===== config.mk =====
export PLATFORM = sky130hd
export DESIGN_NAME = gated_exponential_average
export DESIGN_NICKNAME = d
export VERILOG_FILES = /design/src/rtl/core/gea_pkg.sv /design/src/rtl/core/gea_mul.sv /design/src/rtl/core/gea_div.sv /design/src/rtl/core/gated_exponential_average.sv
export SDC_FILE = /design/constraint.sdc
export NUM_CORES = 2
export LEC_CHECK = 0
export BUFFER_PORTS_ARGS = -buffer_cell sky130_fd_sc_hd__buf_4
export CAP_MARGIN = 20
export CORE_UTILIZATION = 30
export DETAILED_ROUTE_END_ITERATION = 7
export PLACE_DENSITY = 0.57
export SLEW_MARGIN = 20
export SYNTH_ARGS = -nofsm -noshare
export SYNTH_HDL_FRONTEND = slang
export SYNTH_SLANG_ARGS = --single-unit

===== constraint.sdc =====
create_clock -name clock -period 9.45 [get_ports clock]
set_input_delay 1.89 -clock clock [delete_from_list [all_inputs] [get_ports clock]]
set_output_delay 1.89 -clock clock [all_outputs]
set_load 0.01 [all_outputs]

===== src/rtl/core/gea_pkg.sv =====
// Package for the gated exponential average block: widths, register indexes,
// reset values and the divider status type.
// No dependencies.
`timescale 1ns / 1ps
`default_nettype none

package gea_pkg;

   localparam int SAMPLE_W = 24;
   localparam int MEAN_W   = 32;
   localparam int COEF_W   = 16;
   localparam int LIMIT_W  = 24;
   localparam int MUL_B_W  = COEF_W + 1;
   localparam int PROD_W   = MEAN_W + MUL_B_W;
   localparam int CSR_IDX_W  = 3;
   localparam int CSR_DATA_W = 32;
   localparam int DIV_CNT_W  = 5;

   localparam logic [CSR_IDX_W-1:0] REG_ALPHA        = 3'd0;
   localparam logic [CSR_IDX_W-1:0] REG_THRESH       = 3'd1;
   localparam logic [CSR_IDX_W-1:0] REG_IGNORE_LIMIT = 3'd2;
   localparam logic [CSR_IDX_W-1:0] REG_DIVIDE_MODE  = 3'd3;
   localparam logic [CSR_IDX_W-1:0] REG_INIT_MEAN    = 3'd4;

   localparam logic [COEF_W-1:0] ALPHA_RESET  = 16'd655;
   localparam logic [COEF_W-1:0] THRESH_RESET = 16'd768;

   typedef struct packed {
      logic busy;
      logic done;
   } div_status_type;

endpackage

`default_nettype wire


===== src/rtl/core/gea_mul.sv =====
// Shared registered multiplier, 32 x 17 bits; the product appears in the cycle after issue.
// Depends on gea_pkg.
`timescale 1ns / 1ps
`default_nettype none

module gea_mul (
   input  wire logic                          clock,
   input  wire logic [gea_pkg::MEAN_W-1:0]    mul_a,
   input  wire logic [gea_pkg::MUL_B_W-1:0]   mul_b,
   output logic      [gea_pkg::PROD_W-1:0]    product
);

   logic [gea_pkg::PROD_W-1:0] prod_ff;
   logic [gea_pkg::PROD_W-1:0] prod_in;

   assign prod_in = gea_pkg::PROD_W'(mul_a) * gea_pkg::PROD_W'(mul_b);

   always_ff @(posedge clock) begin
      prod_ff <= prod_in;
   end

   assign product = prod_ff;

endmodule

`default_nettype wire


===== src/rtl/core/gea_div.sv =====
// Restoring bit-serial divider: floor(sample * 2^24 / mean), saturated to 32 bits.
// One quotient bit per cycle; saturating cases set done straight from start, with an all-ones quotient.
// Depends on gea_pkg.
`timescale 1ns / 1ps
`default_nettype none

module gea_div (
   input  wire logic                          clock,
   input  wire logic                          reset,
   input  wire logic                          start,
   input  wire logic [gea_pkg::SAMPLE_W-1:0]  sample,
   input  wire logic [gea_pkg::MEAN_W-1:0]    mean,
   output gea_pkg::div_status_type            status,
   output logic      [gea_pkg::MEAN_W-1:0]    quotient
);

   logic [gea_pkg::MEAN_W-1:0]    rem_ff,  rem_in;
   logic [gea_pkg::MEAN_W-1:0]    qsh_ff,  qsh_in;
   logic [gea_pkg::DIV_CNT_W-1:0] cnt_ff,  cnt_in;
   logic                          busy_ff, busy_in;
   logic                          done_ff, done_in;
   logic [gea_pkg::MEAN_W:0]      trial;
   logic [gea_pkg::MEAN_W:0]      diff;
   logic                          ge;
   logic                          sat;

   // quotient would not fit 32 bits (covers a zero mean too)
   assign sat   = {16'd0, sample} >= {mean, 8'd0};
   assign trial = {rem_ff, qsh_ff[gea_pkg::MEAN_W-1]};
   assign diff  = trial - {1'b0, mean};
   assign ge    = trial >= {1'b0, mean};

   always_comb begin
      rem_in  = rem_ff;
      qsh_in  = qsh_ff;
      cnt_in  = cnt_ff;
      busy_in = busy_ff;
      done_in = 1'b0;
      if (start) begin
         if (sat) begin
            qsh_in  = '1;
            done_in = 1'b1;
            busy_in = 1'b0;
         end else begin
            rem_in  = {16'd0, sample[23:8]};
            qsh_in  = {sample[7:0], 24'd0};
            cnt_in  = '1;
            busy_in = 1'b1;
         end
      end else if (busy_ff) begin
         rem_in = ge ? diff[gea_pkg::MEAN_W-1:0] : trial[gea_pkg::MEAN_W-1:0];
         qsh_in = {qsh_ff[gea_pkg::MEAN_W-2:0], ge};
         cnt_in = cnt_ff - 1'b1;
         if (cnt_ff == '0) begin
            busy_in = 1'b0;
            done_in = 1'b1;
         end
      end
   end

   always_ff @(posedge clock) begin
      rem_ff <= rem_in;
      qsh_ff <= qsh_in;
      cnt_ff <= cnt_in;
      if (reset) begin
         busy_ff <= 1'b0;
         done_ff <= 1'b0;
      end else begin
         busy_ff <= busy_in;
         done_ff <= done_in;
      end
   end

   assign status.busy = busy_ff;
   assign status.done = done_ff;
   assign quotient    = qsh_ff;

endmodule

`default_nettype wire


===== src/rtl/core/gated_exponential_average.sv =====
// Top level of the gated exponential average: registers, sequencer and output stage.
// Depends on gea_pkg, gea_mul and gea_div.
//
//   channel  dir  fields (lowest bit first)
//   req_     in   tdata: sample[23:0]          tuser: restart
//   rsp_     out  tdata: result_value[31:0]    tuser: sample_gated
//   csr_     in   wen, index[2:0], wdata[31:0]
//
// Per item: S_LIMIT, S_TEST, S_KEEP and S_TAKE for a quiet sample, S_OUT, S_DIV in
// divide mode for the 32-step serial divider, S_DONE; three multiplies per quiet item.
// The block takes no new item until the current one sits in the output register.
// A waiting result does not stall the next item until that one is finished.
// Reset is synchronous, clears the mean and the gate count and loads register defaults.
`timescale 1ns / 1ps
`default_nettype none

module gated_exponential_average (
   input  wire logic                              clock,
   input  wire logic                              reset,
   input  wire logic                              req_tvalid,
   output logic                                   req_tready,
   input  wire logic [gea_pkg::SAMPLE_W-1:0]      req_tdata,   // sample
   input  wire logic                              req_tuser,   // restart
   output logic                                   rsp_tvalid,
   input  wire logic                              rsp_tready,
   output logic      [gea_pkg::MEAN_W-1:0]        rsp_tdata,   // result_value
   output logic                                   rsp_tuser,   // sample_gated
   input  wire logic                              csr_wen,
   input  wire logic [gea_pkg::CSR_IDX_W-1:0]     csr_index,
   input  wire logic [gea_pkg::CSR_DATA_W-1:0]    csr_wdata
);

   localparam logic [2:0] S_IDLE  = 3'd0;
   localparam logic [2:0] S_LIMIT = 3'd1;
   localparam logic [2:0] S_TEST  = 3'd2;
   localparam logic [2:0] S_KEEP  = 3'd3;
   localparam logic [2:0] S_TAKE  = 3'd4;
   localparam logic [2:0] S_OUT   = 3'd5;
   localparam logic [2:0] S_DIV   = 3'd6;
   localparam logic [2:0] S_DONE  = 3'd7;

   logic [gea_pkg::COEF_W-1:0]   alpha_ff,  alpha_in;
   logic [gea_pkg::COEF_W-1:0]   thresh_ff, thresh_in;
   logic [gea_pkg::LIMIT_W-1:0]  limit_ff,  limit_in;
   logic                         divmode_ff, divmode_in;
   logic [gea_pkg::MEAN_W-1:0]   init_ff,   init_in;

   logic [2:0]                   state_ff,  state_in;
   logic [gea_pkg::MEAN_W-1:0]   mean_ff,   mean_in;
   logic [gea_pkg::LIMIT_W-1:0]  count_ff,  count_in;
   logic [gea_pkg::SAMPLE_W-1:0] sample_ff, sample_in;
   logic                         gated_ff,  gated_in;
   logic [gea_pkg::MEAN_W-1:0]   res_ff,    res_in;
   logic [gea_pkg::PROD_W:0]     acc_ff,    acc_in;
   logic                         rvalid_ff, rvalid_in;
   logic [gea_pkg::MEAN_W-1:0]   rdata_ff,  rdata_in;
   logic                         ruser_ff,  ruser_in;

   logic [gea_pkg::MEAN_W-1:0]   mul_a;
   logic [gea_pkg::MUL_B_W-1:0]  mul_b;
   logic [gea_pkg::PROD_W-1:0]   product;
   logic                         div_start;
   gea_pkg::div_status_type      div_status;
   logic [gea_pkg::MEAN_W-1:0]   quotient;
   logic                         req_xfer;
   logic                         rsp_load;
   logic                         quiet;
   logic [gea_pkg::PROD_W:0]     blend_sum;

   gea_mul u_mul (
      .clock   (clock),
      .mul_a   (mul_a),
      .mul_b   (mul_b),
      .product (product)
   );

   gea_div u_div (
      .clock    (clock),
      .reset    (reset),
      .start    (div_start),
      .sample   (sample_ff),
      .mean     (mean_ff),
      .status   (div_status),
      .quotient (quotient)
   );

   assign req_tready = (state_ff == S_IDLE);
   assign req_xfer   = req_tvalid && req_tready;
   assign rsp_load   = (state_ff == S_DONE) && (!rvalid_ff || rsp_tready);
   assign quiet      = {8'd0, sample_ff, 16'd0} <= product[47:0];
   assign div_start  = (state_ff == S_OUT) && divmode_ff;
   assign blend_sum  = acc_ff + {1'b0, product};

   always_comb begin
      case (state_ff)
         S_LIMIT: begin
            mul_a = mean_ff;
            mul_b = {1'b0, thresh_ff};
         end
         S_TEST: begin
            mul_a = mean_ff;
            mul_b = 17'h10000 - {1'b0, alpha_ff};
         end
         S_KEEP: begin
            mul_a = {sample_ff, 8'd0};
            mul_b = {1'b0, alpha_ff};
         end
         default: begin
            mul_a = mean_ff;
            mul_b = '0;
         end
      endcase
   end

   always_comb begin
      alpha_in   = alpha_ff;
      thresh_in  = thresh_ff;
      limit_in   = limit_ff;
      divmode_in = divmode_ff;
      init_in    = init_ff;
      if (csr_wen) begin
         case (csr_index)
            gea_pkg::REG_ALPHA:        alpha_in   = csr_wdata[15:0];
            gea_pkg::REG_THRESH:       thresh_in  = csr_wdata[15:0];
            gea_pkg::REG_IGNORE_LIMIT: limit_in   = csr_wdata[23:0];
            gea_pkg::REG_DIVIDE_MODE:  divmode_in = csr_wdata[0];
            gea_pkg::REG_INIT_MEAN:    init_in    = csr_wdata;
            default: ;
         endcase
      end
   end

   always_comb begin
      state_in  = state_ff;
      mean_in   = mean_ff;
      count_in  = count_ff;
      sample_in = sample_ff;
      gated_in  = gated_ff;
      res_in    = res_ff;
      acc_in    = acc_ff;
      rvalid_in = rvalid_ff;
      rdata_in  = rdata_ff;
      ruser_in  = ruser_ff;
      if (rvalid_ff && rsp_tready) begin
         rvalid_in = 1'b0;
      end
      case (state_ff)
         S_IDLE: begin
            if (req_xfer) begin
               sample_in = req_tdata;
               gated_in  = 1'b0;
               if (req_tuser) begin
                  mean_in  = init_ff;
                  count_in = '0;
               end
               state_in = S_LIMIT;
            end
         end
         S_LIMIT: state_in = S_TEST;
         S_TEST: begin
            if (quiet) begin
               state_in = S_KEEP;
            end else if (count_ff < limit_ff) begin
               count_in = count_ff + 1'b1;
               gated_in = 1'b1;
               state_in = S_OUT;
            end else begin
               count_in = '0;
               mean_in  = {sample_ff, 8'd0};
               state_in = S_OUT;
            end
         end
         S_KEEP: begin
            acc_in   = {1'b0, product} + 50'd32768;
            state_in = S_TAKE;
         end
         S_TAKE: begin
            mean_in  = blend_sum[47:16];
            count_in = '0;
            state_in = S_OUT;
         end
         S_OUT: begin
            res_in   = mean_ff;
            state_in = divmode_ff ? S_DIV : S_DONE;
         end
         S_DIV: begin
            if (div_status.done) begin
               res_in   = quotient;
               state_in = S_DONE;
            end
         end
         S_DONE: begin
            if (rsp_load) begin
               rvalid_in = 1'b1;
               rdata_in  = res_ff;
               ruser_in  = gated_ff;
               state_in  = S_IDLE;
            end
         end
         default: state_in = S_IDLE;
      endcase
   end

   always_ff @(posedge clock) begin
      sample_ff <= sample_in;
      gated_ff  <= gated_in;
      res_ff    <= res_in;
      acc_ff    <= acc_in;
      rdata_ff  <= rdata_in;
      ruser_ff  <= ruser_in;
      if (reset) begin
         alpha_ff   <= gea_pkg::ALPHA_RESET;
         thresh_ff  <= gea_pkg::THRESH_RESET;
         limit_ff   <= '0;
         divmode_ff <= 1'b0;
         init_ff    <= '0;
         state_ff   <= S_IDLE;
         mean_ff    <= '0;
         count_ff   <= '0;
         rvalid_ff  <= 1'b0;
      end else begin
         alpha_ff   <= alpha_in;
         thresh_ff  <= thresh_in;
         limit_ff   <= limit_in;
         divmode_ff <= divmode_in;
         init_ff    <= init_in;
         state_ff   <= state_in;
         mean_ff    <= mean_in;
         count_ff   <= count_in;
         rvalid_ff  <= rvalid_in;
      end
   end

   assign rsp_tvalid = rvalid_ff;
   assign rsp_tdata  = rdata_ff;
   assign rsp_tuser  = ruser_ff;

   a_div_done_in_div: assert property (@(posedge clock) disable iff (reset)
      div_status.done |-> state_ff == S_DIV)
      else $error("divider finished outside its wait state");

   a_div_busy_in_div: assert property (@(posedge clock) disable iff (reset)
      div_status.busy |-> state_ff == S_DIV)
      else $error("divider busy outside its wait state");

   a_accept_starts: assert property (@(posedge clock) disable iff (reset)
      req_xfer |=> state_ff == S_LIMIT)
      else $error("accepted transfer did not start the sequence");

   a_gated_counts: assert property (@(posedge clock) disable iff (reset)
      (state_ff == S_DONE && gated_ff) |-> count_ff != '0)
      else $error("gated sample with a clear gate count");

   a_mean_out: assert property (@(posedge clock) disable iff (reset)
      (rsp_load && !divmode_ff) |=> rsp_tdata == $past(mean_ff))
      else $error("mean mode result differs from the running mean");

endmodule

`default_nettype wire

==> metrics <==
status=completed; Pleak=19.1 nW; RSZ-0062 raised after global routing=false; FF-to-FF Start=alpha_ff[4]; CTS tree=yes; CP Class=flip-flop to flip-flop; area of the multi-input gates=25000 um2; Die H=~360 um; Post-Syn Nets=5102; ys async rst share=0; WP data arrival=9.20 ns; antenna-violating nets left=0; Tcrit/Tclk final=0.926; Max FO, Critical Path=14; sequential-to-total area share from yosys stat=0.265; Synth top area share=0.234; post-CTS setup buffers=0; Die W=around 360 um; clk buf depth=3; largest net degree at the start of global routing=75; Crit path top cell by count=fa_1; Final Hold Vio Count=0; Crit path required time=9.90 ns; worst skew pair latency=0.58 ns; Layout Nets=around 5200; Vias/cell=between 4 and 5; count of pins over their slew limit=0; PortBufs=99; site row count=131; gr ovfl total=0; Final min period=8.75 ns; #FFs+latches synth=406; H-tree depth=2; startpoint types=flip-flop; worst stage delay on the critical path=about 0.6 ns; Fill cells=13200; start point of the critical path=alpha_ff[4]; Root Buffer=clkbuf_16; largest cells by area after synthesis=fa_1 (23%), edfxtp_1 (16%), dfxtp_1 (10%), ha_1 (8.6%), nand2_1 (6.9%); clk_skew=roughly 0.021 ns; CTS sink cnt=406; EDFF count, synth=between 200 and 250; Core ar.=127000 um2; Ports=100; Worst setup EP type=flip-flop; Slew headroom=0.214; non-filler cells in the finished layout=6090; Hold Buf Count CTS=0; final wirelength=approximately 120000 um; fmax=around 110 MHz; Post-synth top flop=edfxtp_1; Setup violations, final=0; vias in the first global route=30600; Final GP Congestion=between 0.9 and 1; register area=between 10000 and 15000 um2; synth unique cells=84; Clock Pin Slew Worst Setup and Hold Paths=0.06 ns; post-detail-place hpwl=between 90000 and 100000 um; hold_ws=0.417 ns; share of layout cells above drive strength 1=0.0872; Avg Cell Area, Syn=about 8.9 um2; gr usage total=0.183; maximum vdd drop=roughly 0.14 mV; Via Count=30400; first-pass GRT wire length=roughly 190000 um; worst hold path class=flip-flop to flip-flop; synth warn=0; DR pass1 iterations=6; mean routed wirelength per cell=19.6 um; die area=130000 um2; worst-margin pin slew=1.17 ns; max_cap viols=0; critical path's slowest cell=fa_1; total negative slack=0 ns; Hold Startpoint=res_ff[30]; Initial Util=0.302; CTS resizes=0; DRT iter0 DRCs=2553; initial antenna violation count=1; TritonCTS Buffers=41; Post-Synthesis Cells=4324; Placed Cells=approximately 6000; synthesized cell area=a little under 40000 um2; power per cell area=around 240 nW/um2; area leader, netlist=fa_1; Area Overhead vs Synth=11.4%; number of remaining DRC errors=0
per-layer routing:
metal  routed length (um)  global-route usage  share of wire
met1                54000               0.257           0.45
met2                55000               0.300           0.46
met3                 7600              0.0195          0.064
met4                 2810              0.0451          0.024
met5                    0                   0              0
path summary, 6_finish.rpt:
path	cells past startpoint	end	slack [ns]
worst max-delay path	28	u_mul.product[47]	0.70
worst min-delay path	0	rsp_tdata[30]	0.42
worst max register to register	28	u_mul.product[47]	0.70
worst min register to register	0	rsp_tdata[30]	0.42
logic make-up after synthesis:
kind of cell,after synthesis,synth area share
buffers and inverters,889,0.0870
AOI/OAI and AO/OA,661,0.110
adders and majority gates,713,0.319
and+or+nand+nor,1429,0.162
DFF,406,0.265
muxes,88,0.0245
xor gates and xnor gates,138,0.0314
cell usage after synthesis, types with 6 or more instances:
library cell / instances
nand2_1: 712
inv_1: 699
fa_1: 449
nor2_1: 320
ha_1: 264
a21oi_1: 240
edfxtp_1: 207
dfxtp_1: 199
clkbuf_1: 174
o21ai_0: 101
nor3_1: 98
xnor2_1: 96
a21o_1: 83
nand3_1: 61
mux2_2: 51
xor2_1: 42
and2_1: 41
nand4_1: 39
mux2i_1: 37
a221oi_1: 31
a211oi_1: 26
nand2b_1: 25
nor2b_1: 25
nor4_1: 24
a22oi_1: 23
and3_1: 20
o21bai_1: 20
a21boi_0: 17
o21a_1: 15
or3_1: 15
a31oi_1: 12
o21ai_1: 11
o31ai_1: 10
a221o_1: 9
or2_2: 9
a311oi_1: 7
buf_1: 7
or4_1: 6
power by group:
group          internal, W  switching [W]  leakage (nW)  total, W
clock network     0.000895       0.000752         0.648   0.00165
logic              0.00216        0.00386          14.9   0.00601
registers          0.00217       0.000305          3.51   0.00247
metrics by stage:
step                total power [W]  setup slack (ns)  area [um2]  utilization
finish                       0.0101             0.699       42900        0.337
global route                 0.0109             0.274       42900        0.337
CTS                          0.0101             0.692       42900        0.337
detailed placement          0.00842             0.707       41500        0.326
global placement            0.00838             0.836       41500        0.326
floorplan                   0.00638             0.523       38500            -
state kept, by name, summed over array words and instances (netlist names), 32 cells and up:
register        count
acc_ff             48
u_div.rem_ff       32
res_ff             32
mean_ff            32
u_div.quotient     32
u_mul.product      48
rsp_tdata          32
init_ff            32
cell usage in the layout (no fill, tap or decap), types with 11 or more instances in the layout:
| master | instances |
|---|---|
| o21ai_0 | 88 |
| o21a_1 | 15 |
| nand2_1 | 712 |
| a21boi_0 | 17 |
| a21o_1 | 83 |
| or3_1 | 15 |
| clkbuf_16 | 41 |
| nor2_1 | 309 |
| edfxtp_1 | 207 |
| a21oi_1 | 238 |
| a31oi_1 | 12 |
| clkinv_2 | 11 |
| mux2i_1 | 37 |
| a211oi_1 | 26 |
| dfxtp_1 | 198 |
| nor2b_1 | 22 |
| and3_1 | 19 |
| nor2_2 | 12 |
| xor2_1 | 42 |
| buf_4 | 212 |
| o21bai_1 | 20 |
| fa_1 | 449 |
| xnor2_1 | 96 |
| nand3_1 | 60 |
| inv_1 | 699 |
| nor4_1 | 23 |
| a22oi_1 | 23 |
| o21ai_1 | 23 |
| ha_1 | 264 |
| nor3_1 | 98 |
| mux2_2 | 51 |
| nand2b_1 | 23 |
| and2_1 | 41 |
| a221oi_1 | 31 |
| nand4_1 | 39 |
final cells by class:
cell class,instances,area share
Multi-Input combinational cell,3029,0.583
Sequential cell,406,0.238
Inverter,702,0.0615
Tap cell,1662,0.0485
Timing Repair Buffer,214,0.0378
Clock buffer,43,0.0243
Clock inverter,33,0.00654
Antenna cell,1,0.0000584
critical path: cells and delay by family (launching register included):
| kind | cells | cell delay [ns] |
|---|---|---|
| flops | 1 | 0.37 |
| buf+inv | 3 | 0.33 |
| simple gates | 10 | 2.16 |
| mux | 2 | 0.48 |
| fa+ha+maj | 7 | 3.45 |
| compound gates | 6 | 1.84 |
No activity file was read; power rests on OpenSTA's default activity.
